**src/design/dsnp_pkg.sv**
```systemverilog
`timescale 1ns / 1ps
// Shared types, character codes and character classes for the decimal SI number parser.
// Has no dependencies. Used by decimal_si_number_parser_unit.
package dsnp_pkg;

  // mantissa digits kept before the token is marked as too long
  localparam int unsigned MAX_DIGITS = 18;

  // most exponent digits for a valid real reading
  localparam int unsigned MAX_EXP_DIGITS = 9;

  // most integer digits for a valid integer reading
  localparam int unsigned MAX_INT_DIGITS = 9;

  // character codes
  localparam logic [7:0] CH_NUL   = 8'h00;
  localparam logic [7:0] CH_TAB   = 8'h09;
  localparam logic [7:0] CH_LF    = 8'h0A;
  localparam logic [7:0] CH_CR    = 8'h0D;
  localparam logic [7:0] CH_SPACE = 8'h20;
  localparam logic [7:0] CH_RPAR  = 8'h29;
  localparam logic [7:0] CH_PLUS  = 8'h2B;
  localparam logic [7:0] CH_MINUS = 8'h2D;
  localparam logic [7:0] CH_POINT = 8'h2E;
  localparam logic [7:0] CH_ZERO  = 8'h30;
  localparam logic [7:0] CH_NINE  = 8'h39;
  localparam logic [7:0] CH_UP_E  = 8'h45;
  localparam logic [7:0] CH_UP_G  = 8'h47;
  localparam logic [7:0] CH_UP_K  = 8'h4B;
  localparam logic [7:0] CH_UP_M  = 8'h4D;
  localparam logic [7:0] CH_UP_T  = 8'h54;
  localparam logic [7:0] CH_RBRK  = 8'h5D;
  localparam logic [7:0] CH_LO_E  = 8'h65;
  localparam logic [7:0] CH_LO_M  = 8'h6D;
  localparam logic [7:0] CH_LO_N  = 8'h6E;
  localparam logic [7:0] CH_LO_P  = 8'h70;
  localparam logic [7:0] CH_LO_U  = 8'h75;

  // parse phase
  typedef enum logic [2:0] {
    PH_IDLE      = 3'd0,
    PH_LEAD      = 3'd1,
    PH_INT       = 3'd2,
    PH_FRAC      = 3'd3,
    PH_SUFFIX    = 3'd4,
    PH_EXP_START = 3'd5,
    PH_EXP_SIGN  = 3'd6,
    PH_EXP_DIG   = 3'd7
  } phase_e;

  // what one character does to the parse state
  typedef struct packed {
    logic start;       // first character: drop the open token
    logic set_neg;     // mantissa sign character
    logic add_dig;     // mantissa digit
    logic add_frac;    // mantissa digit after the point
    logic set_prefix;  // SI prefix letter
    logic exp_dig;     // exponent digit
    logic set_exp_neg; // exponent sign character
    logic emit;        // token ends here
    logic real_cand;   // real reading valid so far
    logic int_ok;      // integer reading valid
  } dsnp_action_t;

  function automatic logic is_digit(input logic [7:0] c);
    return (c >= CH_ZERO) && (c <= CH_NINE);
  endfunction

  function automatic logic is_sign(input logic [7:0] c);
    return (c == CH_PLUS) || (c == CH_MINUS);
  endfunction

  function automatic logic is_term(input logic [7:0] c);
    return (c == CH_NUL) || (c == CH_SPACE) || (c == CH_TAB) || (c == CH_RBRK) ||
           (c == CH_RPAR) || (c == CH_CR) || (c == CH_LF);
  endfunction

  // decimal exponent of an SI prefix letter, zero for anything else
  function automatic logic signed [4:0] prefix_of(input logic [7:0] c);
    logic signed [4:0] v;
    v = 5'sd0;
    unique case (c)
      CH_LO_P: v = -5'sd12;
      CH_LO_N: v = -5'sd9;
      CH_LO_U: v = -5'sd6;
      CH_LO_M: v = -5'sd3;
      CH_UP_K: v = 5'sd3;
      CH_UP_M: v = 5'sd6;
      CH_UP_G: v = 5'sd9;
      CH_UP_T: v = 5'sd12;
      default: v = 5'sd0;
    endcase
    return v;
  endfunction

  function automatic logic is_prefix(input logic [7:0] c);
    return prefix_of(c) != 5'sd0;
  endfunction

endpackage

```
**src/design/decimal_si_number_parser_unit.sv**
```systemverilog
`timescale 1ns / 1ps
// Streaming decimal number parser with SI prefix or exponent suffix.
// Depends on dsnp_pkg for character classes, the phase enum and the action struct.
//
// Usage:
//  - input channel: one character per transfer on ch_i, with first_i high on
//    the first character of a token (this drops any unfinished token)
//  - output channel: one transfer on the character that ends a token, with the
//    integer reading (int_ok_o, int_value_o), the real reading (real_ok_o,
//    mantissa_o, dec_exponent_o) and the ending character end_char_o
//  - characters inside a token and characters outside any token give nothing
//  - a transfer happens at a rising edge with valid high and stall low
//  - path: a character goes into the input register, and its result into the
//    result register before it is shown
//  - throughput: one character per cycle while the receiver does not stall; each
//    character needs one multiply-by-ten-and-add on the 60-bit digit accumulator
//  - when the receiver stalls, the result register holds; one more character
//    waits in the input register, after which in_stall_o goes high
//  - reset clears both registers' valid flags and the parse state to idle
module decimal_si_number_parser_unit (
  input  logic        clk_i,
  input  logic        rst_ni,
  // character channel
  input  logic        in_valid_i,
  output logic        in_stall_o,
  input  logic [7:0]  ch_i,
  input  logic        first_i,
  // result channel
  output logic        out_valid_o,
  input  logic        out_stall_i,
  output logic        int_ok_o,
  output logic signed [30:0] int_value_o,
  output logic        real_ok_o,
  output logic signed [60:0] mantissa_o,
  output logic signed [30:0] dec_exponent_o,
  output logic [7:0]  end_char_o
);

  // input register
  logic       in_valid_q;
  logic [7:0] ch_q;
  logic       first_q;

  // parse state
  dsnp_pkg::phase_e  phase_q, phase_d;
  logic              neg_q, neg_d;
  logic [59:0]       acc_q, acc_d;
  logic [4:0]        dcnt_q, dcnt_d;
  logic [4:0]        fcnt_q, fcnt_d;
  logic signed [4:0] pexp_q, pexp_d;
  logic              eneg_q, eneg_d;
  logic [29:0]       eacc_q, eacc_d;
  logic [3:0]        ecnt_q, ecnt_d;
  logic              many_q, many_d;

  // state as seen by this character (cleared on a first character)
  dsnp_pkg::phase_e  ph_eff;
  logic              neg_e;
  logic [59:0]       acc_e;
  logic [4:0]        dcnt_e;
  logic [4:0]        fcnt_e;
  logic signed [4:0] pexp_e;
  logic              eneg_e;
  logic [29:0]       eacc_e;
  logic [3:0]        ecnt_e;
  logic              many_e;

  dsnp_pkg::dsnp_action_t act;
  logic [3:0]             dval;
  logic                   advance;

  // result register
  logic              out_valid_q;
  logic              int_ok_q, int_ok_d;
  logic signed [30:0] int_value_q, int_value_d;
  logic              real_ok_q, real_ok_d;
  logic signed [60:0] mant_q, mant_d;
  logic signed [30:0] dexp_q, dexp_d;
  logic [7:0]        end_char_q;

  logic signed [60:0] signed_acc;
  logic signed [31:0] exp_sum;

  // handshake
  assign advance    = in_valid_q && !(out_valid_q && out_stall_i);
  assign in_stall_o = in_valid_q && out_valid_q && out_stall_i;

  always_ff @(posedge clk_i or negedge rst_ni) begin
    if (!rst_ni) begin
      in_valid_q <= 1'b0;
    end else if (!in_stall_o) begin
      in_valid_q <= in_valid_i;
    end
  end

  always_ff @(posedge clk_i) begin
    if (in_valid_i && !in_stall_o) begin
      ch_q    <= ch_i;
      first_q <= first_i;
    end
  end

  // effective state for the held character
  always_comb begin
    if (first_q) begin
      ph_eff = dsnp_pkg::PH_LEAD;
      neg_e  = 1'b0;
      acc_e  = '0;
      dcnt_e = '0;
      fcnt_e = '0;
      pexp_e = '0;
      eneg_e = 1'b0;
      eacc_e = '0;
      ecnt_e = '0;
      many_e = 1'b0;
    end else begin
      ph_eff = phase_q;
      neg_e  = neg_q;
      acc_e  = acc_q;
      dcnt_e = dcnt_q;
      fcnt_e = fcnt_q;
      pexp_e = pexp_q;
      eneg_e = eneg_q;
      eacc_e = eacc_q;
      ecnt_e = ecnt_q;
      many_e = many_q;
    end
  end

  // next phase and character action
  always_comb begin
    act     = '0;
    phase_d = phase_q;
    act.start = first_q;
    if (first_q && dsnp_pkg::is_sign(ch_q)) begin
      act.set_neg = 1'b1;
      phase_d     = dsnp_pkg::PH_LEAD;
    end else begin
      phase_d = ph_eff;
      unique case (ph_eff)
        dsnp_pkg::PH_IDLE: begin
          phase_d = dsnp_pkg::PH_IDLE;
        end
        dsnp_pkg::PH_LEAD: begin
          if (dsnp_pkg::is_digit(ch_q)) begin
            act.add_dig = 1'b1;
            phase_d     = dsnp_pkg::PH_INT;
          end else if (ch_q == dsnp_pkg::CH_POINT) begin
            phase_d = dsnp_pkg::PH_FRAC;
          end else begin
            act.emit = 1'b1;
          end
        end
        dsnp_pkg::PH_INT, dsnp_pkg::PH_FRAC: begin
          if (dsnp_pkg::is_digit(ch_q)) begin
            act.add_dig  = 1'b1;
            act.add_frac = (ph_eff == dsnp_pkg::PH_FRAC);
          end else if (ch_q == dsnp_pkg::CH_POINT && ph_eff == dsnp_pkg::PH_INT) begin
            phase_d = dsnp_pkg::PH_FRAC;
          end else if (dcnt_e == '0) begin
            act.emit = 1'b1;
          end else if (dsnp_pkg::is_prefix(ch_q)) begin
            act.set_prefix = 1'b1;
            phase_d        = dsnp_pkg::PH_SUFFIX;
          end else if (ch_q == dsnp_pkg::CH_LO_E || ch_q == dsnp_pkg::CH_UP_E) begin
            phase_d = dsnp_pkg::PH_EXP_START;
          end else if (dsnp_pkg::is_term(ch_q)) begin
            act.emit      = 1'b1;
            act.real_cand = 1'b1;
            act.int_ok    = (ph_eff == dsnp_pkg::PH_INT) &&
                            (dcnt_e <= 5'(dsnp_pkg::MAX_INT_DIGITS));
          end else begin
            act.emit = 1'b1;
          end
        end
        dsnp_pkg::PH_SUFFIX: begin
          act.emit      = 1'b1;
          act.real_cand = dsnp_pkg::is_term(ch_q);
        end
        dsnp_pkg::PH_EXP_START, dsnp_pkg::PH_EXP_SIGN, dsnp_pkg::PH_EXP_DIG: begin
          if (dsnp_pkg::is_digit(ch_q)) begin
            act.exp_dig = 1'b1;
            phase_d     = dsnp_pkg::PH_EXP_DIG;
          end else if (ph_eff == dsnp_pkg::PH_EXP_START && dsnp_pkg::is_sign(ch_q)) begin
            act.set_exp_neg = 1'b1;
            phase_d         = dsnp_pkg::PH_EXP_SIGN;
          end else begin
            act.emit      = 1'b1;
            act.real_cand = (ph_eff == dsnp_pkg::PH_EXP_DIG) && dsnp_pkg::is_term(ch_q);
          end
        end
        default: begin
          phase_d = dsnp_pkg::PH_IDLE;
        end
      endcase
      if (act.emit) begin
        phase_d = dsnp_pkg::PH_IDLE;
      end
    end
  end

  // datapath update: accumulate digits, prefix and exponent
  assign dval = ch_q[3:0];

  always_comb begin
    neg_d  = neg_e;
    acc_d  = acc_e;
    dcnt_d = dcnt_e;
    fcnt_d = fcnt_e;
    pexp_d = pexp_e;
    eneg_d = eneg_e;
    eacc_d = eacc_e;
    ecnt_d = ecnt_e;
    many_d = many_e;
    if (act.set_neg) begin
      neg_d = (ch_q == dsnp_pkg::CH_MINUS);
    end
    if (act.add_dig) begin
      if (dcnt_e < 5'(dsnp_pkg::MAX_DIGITS)) begin
        acc_d = (acc_e << 3) + (acc_e << 1) + 60'(dval);
        if (act.add_frac && fcnt_e != 5'd31) begin
          fcnt_d = fcnt_e + 5'd1;
        end
      end else begin
        many_d = 1'b1;
      end
      if (dcnt_e != 5'd31) begin
        dcnt_d = dcnt_e + 5'd1;
      end
    end
    if (act.set_prefix) begin
      pexp_d = dsnp_pkg::prefix_of(ch_q);
    end
    if (act.set_exp_neg) begin
      eneg_d = (ch_q == dsnp_pkg::CH_MINUS);
    end
    if (act.exp_dig) begin
      if (ecnt_e < 4'(dsnp_pkg::MAX_EXP_DIGITS)) begin
        eacc_d = (eacc_e << 3) + (eacc_e << 1) + 30'(dval);
      end
      if (ecnt_e != 4'd15) begin
        ecnt_d = ecnt_e + 4'd1;
      end
    end
  end

  // result fields for an ending character
  assign signed_acc = neg_e ? -$signed({1'b0, acc_e}) : $signed({1'b0, acc_e});
  assign exp_sum    = 32'(pexp_e) - $signed({27'd0, fcnt_e}) +
                      (eneg_e ? -$signed({2'b00, eacc_e}) : $signed({2'b00, eacc_e}));

  always_comb begin
    int_ok_d    = act.int_ok;
    int_value_d = act.int_ok ? signed_acc[30:0] : '0;
    real_ok_d   = act.real_cand && !many_e &&
                  (ecnt_e <= 4'(dsnp_pkg::MAX_EXP_DIGITS));
    mant_d      = real_ok_d ? signed_acc : '0;
    dexp_d      = real_ok_d ? exp_sum[30:0] : '0;
  end

  // parse state registers
  always_ff @(posedge clk_i or negedge rst_ni) begin
    if (!rst_ni) begin
      phase_q <= dsnp_pkg::PH_IDLE;
      neg_q   <= 1'b0;
      acc_q   <= '0;
      dcnt_q  <= '0;
      fcnt_q  <= '0;
      pexp_q  <= '0;
      eneg_q  <= 1'b0;
      eacc_q  <= '0;
      ecnt_q  <= '0;
      many_q  <= 1'b0;
    end else if (advance) begin
      phase_q <= phase_d;
      neg_q   <= neg_d;
      acc_q   <= acc_d;
      dcnt_q  <= dcnt_d;
      fcnt_q  <= fcnt_d;
      pexp_q  <= pexp_d;
      eneg_q  <= eneg_d;
      eacc_q  <= eacc_d;
      ecnt_q  <= ecnt_d;
      many_q  <= many_d;
    end
  end

  // result register valid
  always_ff @(posedge clk_i or negedge rst_ni) begin
    if (!rst_ni) begin
      out_valid_q <= 1'b0;
    end else if (!(out_valid_q && out_stall_i)) begin
      out_valid_q <= in_valid_q && act.emit;
    end
  end

  // result register payload
  always_ff @(posedge clk_i) begin
    if (advance && act.emit) begin
      int_ok_q    <= int_ok_d;
      int_value_q <= int_value_d;
      real_ok_q   <= real_ok_d;
      mant_q      <= mant_d;
      dexp_q      <= dexp_d;
      end_char_q  <= ch_q;
    end
  end

  assign out_valid_o    = out_valid_q;
  assign int_ok_o       = int_ok_q;
  assign int_value_o    = int_value_q;
  assign real_ok_o      = real_ok_q;
  assign mantissa_o     = mant_q;
  assign dec_exponent_o = dexp_q;
  assign end_char_o     = end_char_q;

endmodule
```
**config.mk**
```make
export PLATFORM = sky130hd
export DESIGN_NAME = decimal_si_number_parser_unit
export DESIGN_NICKNAME = d
export VERILOG_FILES = /design/src/design/dsnp_pkg.sv /design/src/design/decimal_si_number_parser_unit.sv
export SDC_FILE = /design/constraint.sdc
export NUM_CORES = 1
export LEC_CHECK = 0
export ABC_CLOCK_PERIOD_IN_PS = 11400
export BUFFER_PORTS_ARGS = -buffer_cell sky130_fd_sc_hd__clkbuf_2
export CAP_MARGIN = 20
export CORE_ASPECT_RATIO = 1.2
export CORE_MARGIN = 2
export CORE_UTILIZATION = 52
export CTS_CLUSTER_SIZE = 16
export DETAILED_ROUTE_END_ITERATION = 8
export PLACE_DENSITY = 0.66
export SETUP_SLACK_MARGIN = 0.5
export SLEW_MARGIN = 20
export SYNTH_ARGS = -nofsm -noshare
export SYNTH_HDL_FRONTEND = slang
export SYNTH_SLANG_ARGS = --single-unit
```
**constraint.sdc**
```tcl
create_clock -name clk_i -period 11.4 [get_ports clk_i]
set_input_delay 1.14 -clock clk_i [delete_from_list [all_inputs] [get_ports clk_i]]
set_output_delay 1.14 -clock clk_i [all_outputs]
set_load 0.01 [all_outputs]
```
==> flow_metrics.env <==
export IMPL_worst_path_buf_inv=4
export IMPL_critical_path_required_ns=11.70
export IMPL_cap_violations=0
export IMPL_row_count=79
export IMPL_post_synth_fa_ha_maj_area_fraction=0.152
export IMPL_hold_path_depth=1
export IMPL_leakagePower_nw=10.7
export IMPL_dp_slack_ns=5.67
export IMPL_globalplace_congestion=0.940
export IMPL_fin_crit_ns=5.81
export IMPL_finalInstanceArea_um2=22600
export IMPL_ys_flop_type="edfxtp_1"
export IMPL_cp_end_kind="flop"
export IMPL_start_kind="flop"
export IMPL_clkTransAtPathRegs_ns=0.06
export IMPL_critPathMaxFanout=55
export IMPL_vias_per_cell=5.85
export IMPL_grt_pass1_vias=17100
export IMPL_synth_nets=2547
export IMPL_drt_first_pass_iters=5
export IMPL_route_detailed_drc=0
export IMPL_syn_area_um2=20400
export IMPL_cpMostUsedCell="ha_1"
export IMPL_post_route_worst_setup_slack_ns=5.59
export IMPL_die_h_um=221
export IMPL_p_per_area_nw_per_um2=117
export IMPL_ios=148
export IMPL_synth_top_cell_area_share=0.209
export IMPL_dp_cells=2872
export IMPL_reg2reg_setup_slack_ns=5.59
export IMPL_cts_sinks=259
export IMPL_relSlewSlack=0.307
export IMPL_muxShareOfSynthArea=0.00251
export IMPL_synth_compound_area_frac=0.190
export IMPL_drt_initial_drc_count=1144
export IMPL_cp_arrival_ns=6.12
export IMPL_holdWs_ns=0.487
export IMPL_cp_cell_sequence="buf_4 -> clkinv_1 -> buf_4 -> nand2_1 -> ha_1 -> o21ai_0 -> a21o_1 -> or3_1 -> o31ai_1 -> xnor2_1 -> nand2_1 -> ha_1 -> inv_1 -> ha_1 -> and3_1 -> a221oi_1 -> nand2b_1 -> o31a_1 -> o211ai_1 -> nand4_1 -> a21boi_0 -> o21ai_0 -> xor2_1 -> nor2_1"
export IMPL_final_util=0.584
export IMPL_tns_ns=0
export IMPL_synth_edff_count=142
export IMPL_core_region_area_um2=38700
export IMPL_fin_nets=2633
export IMPL_ff2ff_path_depth=24
export IMPL_placed_area_um2=21500
export IMPL_htree_levels=1
export IMPL_overflow=0
export IMPL_postCtsHoldBufs=0
export IMPL_grt_pass1_wl_um=86000
export IMPL_drtAntennaViolNets=0
export IMPL_setup_viol=0
export IMPL_cp_slowest_stage_delay_ns=0.47
export IMPL_synthSimpleGateAreaFrac=0.186
export IMPL_min_path_type="reg2reg"
export IMPL_cpMaxStageDelayCell="buf_4"
export IMPL_synth_cells=2291
export IMPL_ir_worst_vdd_v=0.000126
export IMPL_r2r_start="first_q"
export IMPL_p_total_mw=2.65
export IMPL_grt_max_degree=90
export IMPL_routedWlPerCell_um=17.8
export IMPL_cts_setup_buffers=0
export IMPL_final_max_slew_violation_count=0
export IMPL_wirelength_um=52200
export IMPL_groute_usage_overall=0.256
export IMPL_synthXorXnorAreaFrac=0.0746
export IMPL_worstHoldEndpoint="pexp_q[1]"
export IMPL_ctsRootBufferMaster="clkbuf_16"
export IMPL_cts_max_path_buffers=3
export IMPL_synth_top_family_by_area="compound AO/OA/AOI/OAI gates"
export IMPL_io_buffers=147
export IMPL_synth_cell_types=77
export IMPL_cts_resized=0
export IMPL_die_w_um=185
export IMPL_vias=17100
export IMPL_multi_input_area_um2=12400
export IMPL_areaGrowthSynthToFinish_pct=10.8
export IMPL_ys_seq_area_frac=0.352
export IMPL_outcome="finished clean"
export IMPL_finClkSkew_ns=0.0243
export IMPL_syn_area_per_cell_um2=8.91
export IMPL_synth_area_leaders="edfxtp_1, dfrtp_1, ha_1"
export IMPL_insertion_delay_ns=0.58
export IMPL_fillers=3522
export IMPL_hold_viol=0
export IMPL_yosysWarnings=0
export IMPL_grt_antenna_before_repair=0
export IMPL_dp_hpwl_um=38300
export IMPL_worst_slew_pin_slew_ns=1.03
export IMPL_seq_area_um2=7190
export IMPL_async_reset_ff_frac=0.452
export IMPL_finalCritPeriodShare=0.510
export IMPL_fmax_mhz=172
export IMPL_cts_made_buffers=29
export IMPL_synth_seq_cells=259
export IMPL_antenna_cells=0
export IMPL_crit_family="compound AO/OA/AOI/OAI gates"
export IMPL_hp_start="pexp_q[1]"
export IMPL_rsz0062_at_grt="no"
export IMPL_dieArea_um2=40900
export IMPL_cts_tree="done"
export IMPL_final_cell_count_no_fill=2925
export IMPL_layout_drive_gt1_share=0.103
export IMPL_crit_type="reg2reg"
export IMPL_synth_top_cell_by_area="edfxtp_1"
export IMPL_r2r_end="dec_exponent_o[29]"
export IMPL_start_util=0.527
==> worst register-to-register path: cells and delay by family (launching register included) <==
family,cells,cell delay [ns]
AO/OA/AOI/OAI,8,1.73
XOR/XNOR,2,0.32
adder cells (fa/ha/maj),3,0.81
buffers and inverters,4,1.13
flip-flops,1,0.32
AND/OR/NAND/NOR,7,1.24
==> metal layers <==
| metal | global-route usage | wire [um] |
|---|---|---|
| met5 | 0 | 0 |
| met3 | 0.0275 | 2110 |
| met4 | 0.0909 | 1700 |
| met2 | 0.472 | 27000 |
| met1 | 0.305 | 21400 |
==> layout make-up <==
class,instances,share of cell area
timing repair buffer,163,0.0379
clock inverter,18,0.0135
multi-input combinational,1807,0.547
tap,526,0.0291
sequential,259,0.318
clock buffer,35,0.0353
inverter,117,0.0196
==> synthesized netlist by cell type, drive strengths merged (90+ instances only) <==
cell type and instances:
dfrtp 117, xor2 99, nor3 100, ha 234
nand2 227, a21oi 138, edfxtp 142, nor2b 96
inv 117, nor2 170, o21ai 166, clkbuf 90
==> how the worst max path moves through the flow <==
stage / from / end / slack, ns / depth (start not counted)
after global routing: first_q / acc_q[57] / 5.14 / 16
after global placement: first_q / dec_exponent_o[29] / 5.80 / 24
after detailed placement: first_q / dec_exponent_o[29] / 5.67 / 24
after floorplan: first_q / acc_q[40] / 5.86 / 22
final: first_q / dec_exponent_o[29] / 5.59 / 24
after CTS: first_q / dec_exponent_o[29] / 5.61 / 24
==> cell families after synthesis <==
| kind of cell | after synthesis |
|---|---|
| DFF | 259 |
| adders and majority gates | 243 |
| xor gates and xnor gates | 174 |
| buffers and inverters | 225 |
| AOI/OAI and AO/OA | 601 |
| muxes | 5 |
| and+or+nand+nor | 784 |
==> power breakdown <==
group          total, mW  switching (mW)  leakage [nW]  internal, mW
clock               1.08           0.405         0.527         0.679
sequential          1.16          0.0489          3.02          1.11
combinational      0.407           0.276          7.14         0.130
==> state kept, by name, indices dropped and copies added (netlist names), 3 cells and up <==
| signal | cells |
|---|---|
| mantissa_o | 61 |
| end_char_o | 8 |
| fcnt_q | 5 |
| acc_q | 60 |
| eacc_q | 30 |
| pexp_q | 5 |
| dec_exponent_o | 31 |
| phase_q | 3 |
| dcnt_q | 5 |
| ecnt_q | 4 |
| int_value_o | 31 |
| ch_q | 8 |
==> layout by cell type (no fill, tap or decap), types with 8 or more instances in the layout <==
master | Yosys | layout
buf_4 | 1 | 17
a21o_1 | 68 | 68
nand3_1 | 38 | 38
and2_1 | 10 | 10
dfrtp_1 | 117 | 116
a31oi_1 | 22 | 22
or3_1 | 19 | 19
xnor2_1 | 75 | 75
a21boi_0 | 9 | 9
and3_1 | 19 | 19
nor2_1 | 170 | 170
nor2b_1 | 96 | 96
o21ai_0 | 164 | 164
nand4_1 | 25 | 25
edfxtp_1 | 142 | 142
o211ai_1 | 11 | 11
clkbuf_16 | 0 | 30
o21bai_1 | 18 | 18
a211oi_1 | 13 | 13
inv_1 | 117 | 115
fa_1 | 9 | 9
a32o_1 | 9 | 9
ha_1 | 234 | 234
o31ai_1 | 32 | 32
o41ai_1 | 9 | 9
nand2b_1 | 29 | 29
bufinv_16 | 0 | 8
clkbuf_2 | 0 | 146
a22o_1 | 25 | 25
nor3_1 | 100 | 99
xor2_1 | 99 | 99
a21oi_1 | 138 | 138
nand2_1 | 227 | 226
nor4_1 | 10 | 10
o21a_1 | 10 | 10
or2_2 | 15 | 15
No activity file was read; power rests on OpenSTA's default activity.
